==> src/sv/sgbc_pkg.sv <==
// Shared types and codes for the sorted group-by counter table.
`timescale 1ns / 1ps

package sgbc_pkg;

	// Field widths fixed by the transaction format.
	localparam int KeyW   = 16;
	localparam int LenW   = 24;
	localparam int CntW   = 32;
	localparam int IdxW   = 5;
	localparam int StatW  = 3;
	localparam int UsedW  = 6;
	localparam int CfgW   = 16;
	localparam int RegIdW = 2;

	// Configuration register indexes.
	localparam logic [RegIdW-1:0] REG_TYPE_FILTER  = 2'd0;
	localparam logic [RegIdW-1:0] REG_QUAL_FILTER  = 2'd1;
	localparam logic [RegIdW-1:0] REG_SUMMARY_EN   = 2'd2;

	// Input transaction kinds.
	localparam logic KIND_RECORD = 1'b0;
	localparam logic KIND_READ   = 1'b1;

	// Result status codes.
	localparam logic [StatW-1:0] ST_COUNTED    = 3'd0;
	localparam logic [StatW-1:0] ST_PASSED     = 3'd1;
	localparam logic [StatW-1:0] ST_FILTERED   = 3'd2;
	localparam logic [StatW-1:0] ST_FULL       = 3'd3;
	localparam logic [StatW-1:0] ST_READ_OK    = 3'd4;
	localparam logic [StatW-1:0] ST_READ_EMPTY = 3'd5;

	// Input transaction payload.
	typedef struct packed {
		logic            kind;
		logic [KeyW-1:0] record_type;
		logic [KeyW-1:0] record_qualifier;
		logic [LenW-1:0] record_bytes;
		logic [IdxW-1:0] read_index;
	} in_t;

	// Result transaction payload.
	typedef struct packed {
		logic [StatW-1:0] status;
		logic [KeyW-1:0]  entry_type;
		logic [KeyW-1:0]  entry_qualifier;
		logic [CntW-1:0]  entry_records;
		logic [CntW-1:0]  entry_bytes;
		logic [UsedW-1:0] entries_in_use;
		logic [CntW-1:0]  total_records;
		logic [CntW-1:0]  total_bytes;
	} out_t;

	// Contents of one table cell.
	typedef struct packed {
		logic [KeyW-1:0] key_type;
		logic [KeyW-1:0] key_qualifier;
		logic [CntW-1:0] records;
		logic [CntW-1:0] bytes;
	} entry_t;

	// Command broadcast to every cell of the chain.
	typedef struct packed {
		logic            insert;
		logic            count;
		logic [KeyW-1:0] rtype;
		logic [KeyW-1:0] rqual;
		logic [LenW-1:0] rbytes;
	} cell_cmd_t;

endpackage

==> src/sv/sgbc_cell.sv <==
// One cell of the sorted table: holds an entry, compares it, counts or shifts.
`timescale 1ns / 1ps

module sgbc_cell (
	input  logic               clk,
	input  logic               valid,
	input  sgbc_pkg::cell_cmd_t cmd,
	input  logic               prev_above,
	input  sgbc_pkg::entry_t   prev_entry,
	output logic               above,
	output logic               hit,
	output sgbc_pkg::entry_t   entry
);
	import sgbc_pkg::*;

	entry_t          entry_q;
	logic [2*KeyW-1:0] my_key;
	logic [2*KeyW-1:0] in_key;
	logic [CntW:0]   byte_sum;

	// Key compare; an empty cell sorts above every key.
	assign my_key = {entry_q.key_type, entry_q.key_qualifier};
	assign in_key = {cmd.rtype, cmd.rqual};
	assign above  = !valid || (my_key > in_key);
	assign hit    = valid && (my_key == in_key);
	assign entry  = entry_q;

	// Saturating byte sum for an existing entry.
	assign byte_sum  = {1'b0, entry_q.bytes} + (CntW+1)'(cmd.rbytes);

	// Count on a hit, or on insert take the new key or the neighbor's entry.
	always_ff @(posedge clk) begin
		if (cmd.count && hit) begin
			if (entry_q.records != '1) begin
				entry_q.records <= entry_q.records + 1'b1;
			end
			entry_q.bytes <= byte_sum[CntW] ? '1 : byte_sum[CntW-1:0];
		end else if (cmd.insert && above) begin
			if (!prev_above) begin
				entry_q.key_type      <= cmd.rtype;
				entry_q.key_qualifier <= cmd.rqual;
				entry_q.records       <= CntW'(1);
				entry_q.bytes         <= CntW'(cmd.rbytes);
			end else begin
				entry_q <= prev_entry;
			end
		end
	end

endmodule

==> config.mk <==
export PLATFORM = sky130hd
export DESIGN_NAME = sgbc_cell
export DESIGN_NICKNAME = d
export VERILOG_FILES = /design/src/sv/sgbc_pkg.sv /design/src/sv/sgbc_cell.sv
export SDC_FILE = /design/constraint.sdc
export NUM_CORES = 1
export LEC_CHECK = 0
export BUFFER_PORTS_ARGS = -buffer_cell sky130_fd_sc_hd__buf_2
export CAP_MARGIN = 20
export CORE_ASPECT_RATIO = 0.5
export CORE_MARGIN = 8
export CORE_UTILIZATION = 30
export DETAILED_ROUTE_END_ITERATION = 10
export PLACE_DENSITY_LB_ADDON = 0.25
export SLEW_MARGIN = 20
export SYNTH_ARGS = -nofsm -noshare
export SYNTH_HDL_FRONTEND = slang
export SYNTH_SLANG_ARGS = --single-unit
==> constraint.sdc <==
create_clock -name clk -period 16.9 [get_ports clk]
set_clock_uncertainty 0.2 [all_clocks]
set_input_delay 1.69 -clock clk [delete_from_list [all_inputs] [get_ports clk]]
set_output_delay 1.69 -clock clk [all_outputs]
set_load 0.02 [all_outputs]
* Word level (Yosys, flattened, before mapping) *
Cells that the tools add are included.

word-level totals
  register bits = 96
  bits in latches = 0
  RAM bits = 0
  ROM bits = 0
  bits of input ports = 157
  output and inout port bits = 98
  word-level logic and storage cells = 24
  memories = 0

cells by class
  $add $sub $neg = 2
  multipliers = 0
  div/mod/pow operators = 0
  magnitude comparators = 1
  eq/ne operators = 3
  shifts and indexed selects = 0
  mux-type cells = 5
  bitwise operators = 1
  reduce and logical (&&, ||, !) cells = 8

operators by type and width
  cell                                           number
  two-way mux 64 bit                             2
  two-way mux 96 bit                             1
  two-way mux 32 bit                             2
  adder 32 x 24 -> 33 bit                        1
  adder 32 x 1 -> 32 bit, second input constant  1
  equality test 32 bit                           1
  greater-than comparator 32 bit                 1
  != test 32 bit, second input constant          1
  AND reduction 2 bit                            2
  logical AND 1 bit                              3
  != test 2 x 1 -> 1 bit, second input constant  1
  nonzero test 2 bit                             1
  logical NOT 1 bit                              1
  logical OR 1 bit                               1
  NOT 1 bit                                      1

* Depth between registers and ports, before layout *
Gate-level depths: netlist (run 1).

  depth after elaboration = 5
  mapped depth = 11
  depth with buffers taken out = 10

* Worst setup path after synthesis (run 1) *
No wires, ideal clock.

  path type = input-to-reg
  start point = input port cmd[33] (netlist bit)
  end point = register entry_q, in the netlist entry[0] (enable)
  library setup time = 0.375 ns
  data arrival time = 6.162 ns
  required time = 16.325 ns
  path slack = 10.163 ns
  cell stages on the path = 10
  buffers on the path = 0
  path through = inv_1 > ha_1 > a21o_1 > a21o_1 > a21oi_1 > o21ai_0 > a21o_1 > nand2_1 > a311oi_1 > or2_2

on the way
  word-level cells in the longest chain between the ends = 4
  elaborated cells on any way between the ends = 7
  those cells by class = order compare (1); eq/ne (1); reduce/logical (5)

RTL lines
  what                                                                           line                              text
  from (decl)                                                                    sgbc_cell.sv:7                    input sgbc_pkg::cell_cmd_t cmd,
  greater-than comparator 32 bit / equality test 32 bit (equally long branches)  sgbc_cell.sv:24, sgbc_cell.sv:25
  logical OR 1 bit / logical AND 1 bit (equally long branches)                   sgbc_cell.sv:24, sgbc_cell.sv:25
  logical AND 1 bit (on tied branches)                                           sgbc_cell.sv:38, sgbc_cell.sv:33
  nonzero test 2 bit (no line) *                                                 n/a
  to (signal assigned)                                                           sgbc_cell.sv:45                   entry_q <= prev_entry;
  to (decl)                                                                      sgbc_cell.sv:16                   entry_t entry_q;

Mark *: on every way between the ends. The rest lies on a longest branch, timed or not.
A chain may end at the register's enable or synchronous reset.

* Worst setup path in the final report (run 1) *
  start point = input port cmd[45] (netlist bit)
  end point = output port hit

on the way
  word-level cells in the longest chain between the ends = 2

RTL lines
  what                  line             text
  equality test 32 bit  sgbc_cell.sv:25  assign hit = valid && (my_key == in_key);
  logical AND 1 bit     sgbc_cell.sv:25
  to (decl)             sgbc_cell.sv:11  output logic hit,

No other way between the ends.

==> results of run 1 <==
[where the power goes]
| group | internal (mW) | leakage (nW) | switching [mW] | total, mW |
|---|---|---|---|---|
| sequential | 0.285 | 0.931 | 0.0136 | 0.299 |
| clock | 0.129 | 0.143 | 0.0947 | 0.224 |
| combinational | 0.0734 | 2.90 | 0.108 | 0.181 |
| total | 0.488 | 3.97 | 0.216 | 0.704 |
[layout make-up]
type / count / area, sq um / area share, %
multi-input cells: 564 / 3810 / 43.1
flip-flops and latches: 96 / 2880 / 32.6
repair buffers: 259 / 1310 / 14.8
well taps: 307 / 384 / 4.35
clock buffers: 12 / 236 / 2.68
inverters: 38 / 143 / 1.62
clock inverters: 3 / 67.6 / 0.765
[metrics by stage]
stage	cells	utilization [%]	power (mW)	cell area (sq um)	hold slack, ns
after floorplan	730	-	0.419	6960	0.557
after global placement	1264	37.4	0.484	8530	0.459
after detailed placement	1264	37.4	0.486	8530	0.458
after CTS	1279	38.8	0.713	8830	0.479
after global routing	1279	38.8	0.740	8830	0.531
final	1279	38.8	0.704	8830	0.478
[how the worst max path moves through the flow]
stage	startpoint	end	slack, ns	cells after the start
floorplan	cmd[33]	entry[0]$_DFFE_PP_	10.16	10
global placement	cmd[53]	above	11.36	9
detailed placement	cmd[45]	hit	11.35	8
CTS	cmd[45]	hit	11.34	8
global route	cmd[45]	above	11.24	9
finish	cmd[45]	hit	11.36	8
[cell families (layout without fill, tap and decap cells)]
logic type                 count (synthesis)  in the layout  synth area share, %
AOI/OAI and AO/OA                        198            198                 17.0
and+or+nand+nor                          225            225                 15.9
DFF                                       96             96                 41.4
adders and majority gates                 58             58                 10.5
xor gates and xnor gates                  55             55                 6.92
muxes                                     28             28                 4.04
buffers and inverters                     70            312                 4.19
[layer usage]
| layer | global-route usage, % | vias to the layer above | routed length (um) |
|---|---|---|---|
| met5 | 0 | - | 0 |
| met4 | 4.69 | 0 | 484 |
| met3 | 3.25 | 30 | 866 |
| met2 | 28.7 | 121 | 12200 |
| met1 | 18.0 | 3070 | 9650 |
| li1 | - | 3165 | - |
[cell usage in the layout (no fill, tap or decap), drive strengths merged, types with 27 or more instances in the layout]
| cell type | instances |
|---|---|
| a21oi | 35 |
| xnor2 | 31 |
| nand3 | 62 |
| buf | 259 |
| o21ai | 97 |
| mux2i | 27 |
| nor2 | 30 |
| inv | 38 |
| nand2 | 73 |
| edfxtp | 96 |
| ha | 57 |
[cell usage after synthesis, types with 8 or more instances]
master / number
ha_1: 57
nor3_1: 8
mux2i_1: 27
inv_1: 38
edfxtp_1: 96
nor2_1: 29
clkbuf_1: 14
nand3_1: 62
o21ai_1: 17
and3_1: 15
xnor2_1: 31
a21o_1: 20
buf_2: 11
a21oi_1: 32
xor2_1: 24
a22oi_1: 12
nand4_1: 13
nor2b_1: 8
nand2_1: 72
o21ai_0: 80
[worst reg2reg max path, cell delays in order, from the launching register on]
cell and delay (ns):
edfxtp_1 0.41, ha_1 0.31, nand4_1 0.16, nor2_1 0.22, nand3_1 0.20, nor4_4 0.67
nand2_2 0.53, buf_4 0.47, nor2_8 0.36, a22oi_1 0.16
==> run_results.csv, run 1 <==
group,metric,value,unit
outcome,status,"complete, no violations",
floorplan,start_util,30.6,%
yosys,postSynthAreaPerCell,9.54,sq um
floorplan,fp-row-count,39,
sta,worst_slack,11.36,ns
critical_path,crit_buf_inv,3,
cts,cts_setup_buffers,0,
critical_path,r2r_start,"entry[85]$_DFFE_PP_",
final_layout,n_fill_cell,2346,
power,p_leak,3.97,nW
critical_path,crit_family,"simple AND/OR/NAND/NOR gates",
critical_path,path_common_cell,"buf_2",
cts,cts_max_level,3,
grt,antenna_found_initial,0,
sta,rsz0062_at_grt,"no",
cts,clock_path_buffers,2,
sta,fmax,181,MHz
final_layout,largest_register_ffs,96,
final_layout,drive_gt1_share,29.3,%
grt,grt_pass1_wl,35400,um
placed_design,numPortBuffers,254,
yosys,synth_cell_types,55,
grt,grt_util_all_layers,15.5,%
yosys,yosysWarningCount,0,
critical_path,crit_path_max_incr_delay,0.67,ns
yosys,synthFlopType,"edfxtp_1",
cts,cts_hold_buf,0,
cts,clock_latency,0.35,ns
final_layout,num_antenna_cells,0,
detailed_routing,antenna_left,0,
cts,cts_root_buf,"clkbuf_16",
yosys,synthesis.instances,730,
critical_path,critical_path_required,15.01,ns
hold_path,holdPathEnd,"entry[31]$_DFFE_PP_",
grt,grt_pass1_vias,6405,
yosys,synth_nets,945,
critical_path,worstRegToRegCells,9,
final_layout,nets,1183,
cts,cts_buffers,9,
power,irDropWorstVdd,37.8,uV
detailed_routing,drt_iter0_drc,343,
placed_design,hpwlAfterDp,18200,um
yosys,ys_ff_latch,96,
run,cap_violations,0,
yosys,ys_async_sr_fraction,0,%
sta,tightest_slew,0.871,ns
floorplan,core,22800,sq um
critical_path,worstPathCellList,"buf_2 -> inv_1 -> ha_1 -> nand4_1 -> nor2_1 -> nand3_1 -> nor4_4 -> buf_2",
cts,cts_tree,"built",
placed_design,routabilityCongestion,0.843,
cts,clk_pin_slew,0.07,ns
critical_path,start_kind,"input port",
detailed_routing,wl_per_cell,18.1,um
floorplan,die_area,28600,sq um
critical_path,crit_type,"input port to output port",
hold_path,hp-class,"register to register",
critical_path,path_max_fanout,5,
yosys,syn_area,6960,sq um
power,p_per_area,79.7,nW/um^2
detailed_routing,vias,6386,
floorplan,io_pins,255,
yosys,synth_seq_area_share,41.4,%
critical_path,worstPathArrival,3.65,ns
placed_design,post-place-ws,11.35,ns
critical_path,worstReg2RegEnd,"entry[19]$_DFFE_PP_",
critical_path,ff2ff_setup_slack,12.93,ns
critical_path,crit_path_end_kind,"output port",
sta,hold_viol_final,0,
grt,grt_max_degree,89,
yosys,synth_top_cell_by_area,"edfxtp_1",
detailed_routing,totalWireLength,23200,um
detailed_routing,drcViolationCount,0,
yosys,netlist.area_leader.share,41.4,%
sta,relSlewSlack,41.9,%
critical_path,critPathSlowestCell,"nor4_4",
cts,clock_sinks,96,
sta,final.min_clock_period,5.54,ns
grt,grt.overflow.total,0,
detailed_routing,vias_per_cell,4.99,
hold_path,hold_depth,2,
yosys,synth-edff-count,96,
floorplan,fp.dieW,231,um
hold_path,min_from,"entry[31]$_DFFE_PP_",
sta,slew_viol_final,0,
sta,setup_viol,0,
sta,tns,0,ns
yosys,synth_area_leaders,"edfxtp_1, ha_1, o21ai_0",
final_layout,syn2layout_area_growth,26.8,%
sta,fin_crit_sh,32.8,%
detailed_routing,dr.pass1.iters,5,
floorplan,dieHeight,124,um
cts,post_cts_resized,0,
Note: power is estimated with default switching activity, not from simulation.
==> run 2, diff against run 1 <==
Clock period 16.9 ns to 4.55 ns, I/O delays scaled along.
==> run_results.csv, run 2 (synthesized netlist as in run 1, its figures left out) <==
group,metric,value,unit
critical_path,path_max_fanout,33,
final_layout,syn2layout_area_growth,26.9,%
cts,post_cts_resized,0,
detailed_routing,totalWireLength,23000,um
grt,grt_max_degree,81,
sta,tightest_slew,0.962,ns
detailed_routing,drt_iter0_drc,415,
floorplan,fp.dieW,231,um
critical_path,crit_family,"buffers and inverters",
critical_path,worstReg2RegEnd,"entry[37]$_DFFE_PP_",
final_layout,final_util,38.8,%
cts,clock_latency,0.37,ns
outcome,status,"complete, no violations",
run,cap_violations,0,
floorplan,dieHeight,124,um
detailed_routing,drcViolationCount,0,
final_layout,drive_gt1_share,29.8,%
sta,slew_viol_final,0,
critical_path,crit_buf_inv,2,
sta,fmax,288,MHz
detailed_routing,wl_per_cell,18.0,um
sta,tns,0,ns
final_layout,finalInstanceArea,8840,sq um
power,power,2.57,mW
placed_design,dpl_cell_area,8540,sq um
power,p_per_area,291,nW/um^2
final_layout,finalNonFillerCells,1282,
grt,grt_pass1_vias,6419,
detailed_routing,dr.pass1.iters,5,
floorplan,die_area,28600,sq um
critical_path,critPathSlowestCell,"buf_4",
placed_design,hpwlAfterDp,18300,um
detailed_routing,vias,6365,
cts,cts_hold_buf,0,
final_layout,largest_register_ffs,96,
sta,worst_slack,1.08,ns
final_layout,final_common_cell,"buf_2",
sta,final.min_clock_period,3.47,ns
grt,antenna_found_initial,0,
cts,cts_root_buf,"clkbuf_16",
hold_path,hold_depth,3,
cts,cts_setup_buffers,0,
critical_path,crit_path_end_kind,"register",
sta,fin_crit_sh,76.4,%
cts,cts_tree,"built",
power,p_leak,3.99,nW
floorplan,fp-row-count,39,
final_layout,final_cell_mix,"buf_2, edfxtp_1, o21ai_0",
grt,grt_util_all_layers,15.7,%
cts,cts_max_level,3,
sta,hold_ws,0.171,ns
critical_path,critical_path_required,4.36,ns
grt,grt_pass1_wl,35600,um
floorplan,core,22800,sq um
cts,clk_pin_slew,0.08,ns
final_layout,nets,1185,
hold_path,min_from,"prev_entry[92]",
floorplan,io_pins,255,
final_layout,n_fill_cell,2333,
hold_path,holdPathEnd,"entry[92]$_DFFE_PP_",
placed_design,routabilityCongestion,0.884,
critical_path,worstRegToRegCells,10,
sta,rsz0062_at_grt,"no",
critical_path,ff2ff_setup_slack,1.08,ns
detailed_routing,antenna_left,0,
final_layout,num_antenna_cells,0,
hold_path,hp-class,"input port to register",
power,irDropWorstVdd,144,uV
grt,grt.overflow.total,0,
sta,setup_viol,0,
cts,clock_path_buffers,2,
critical_path,worstPathArrival,3.28,ns
critical_path,r2r_start,"entry[93]$_DFFE_PP_",
critical_path,worstPathCellList,"ha_1 -> nand4_1 -> nor2_1 -> nand3_1 -> a21oi_1 -> nor3b_1 -> a311oi_4 -> buf_4 -> a21o_1 -> buf_4",
detailed_routing,vias_per_cell,4.96,
cts,cts_buffers,9,
critical_path,start_kind,"register",
critical_path,path_common_cell,"buf_4",
critical_path,crit_type,"register to register",
placed_design,numPortBuffers,254,
critical_path,crit_path_max_incr_delay,0.44,ns
sta,hold_viol_final,0,
placed_design,dp_cells,1266,
floorplan,start_util,30.6,%
sta,relSlewSlack,35.8,%
placed_design,post-place-ws,0.857,ns
cts,clock_sinks,96,
-- run 2: layout make-up --
cell class,count,area [sq um],area share (%)
clock inverter,7,71.3,0.807
sequential,96,2880,32.6
multi-input combinational,564,3810,43.1
inverter,38,143,1.61
clock buffer,9,225,2.55
tap,307,384,4.35
timing repair buffer,261,1330,15.0
-- run 2: where the power goes --
part | leakage (nW) | switching, mW | internal [mW] | total (mW)
registers | 0.931 | 0.0505 | 1.06 | 1.11
logic | 2.91 | 0.400 | 0.273 | 0.673
clock network | 0.150 | 0.364 | 0.428 | 0.792
-- run 2: how the worst max path moves through the flow --
stage                        start                  end  slack, ns  cells after the start
2_1_floorplan  entry[93]$_DFFE_PP_  entry[32]$_DFFE_PP_       0.25                      8
3_3_place_gp               cmd[53]  entry[39]$_DFFE_PP_       0.91                     11
3_5_place_dp               cmd[53]  entry[39]$_DFFE_PP_       0.86                     12
4_1_cts        entry[93]$_DFFE_PP_  entry[32]$_DFFE_PP_       1.01                     10
5_1_grt        entry[93]$_DFFE_PP_  entry[54]$_DFFE_PP_       0.80                     10
6_report       entry[93]$_DFFE_PP_  entry[37]$_DFFE_PP_       1.08                     10
-- run 2: routing by layer --
metal  wire length (um)  up-vias  track usage (%)  part of all wire (%)
li1                   -     3170                -                     -
met1               9760     3034             19.0                    42
met2              11900      131             27.9                    52
met3                790       30             2.77                   3.4
met4                609        0             5.63                   2.6
met5                  0        -                0                     0
-- run 2: worst register-to-register path: cells and delay by family (launching register included) --
kind | cells | cell delay (ns)
flip-flops | 1 | 0.42
AND/OR/NAND/NOR | 4 | 0.66
AO/OA/AOI/OAI | 3 | 0.66
adder cells (fa/ha/maj) | 1 | 0.33
buffers and inverters | 2 | 0.84
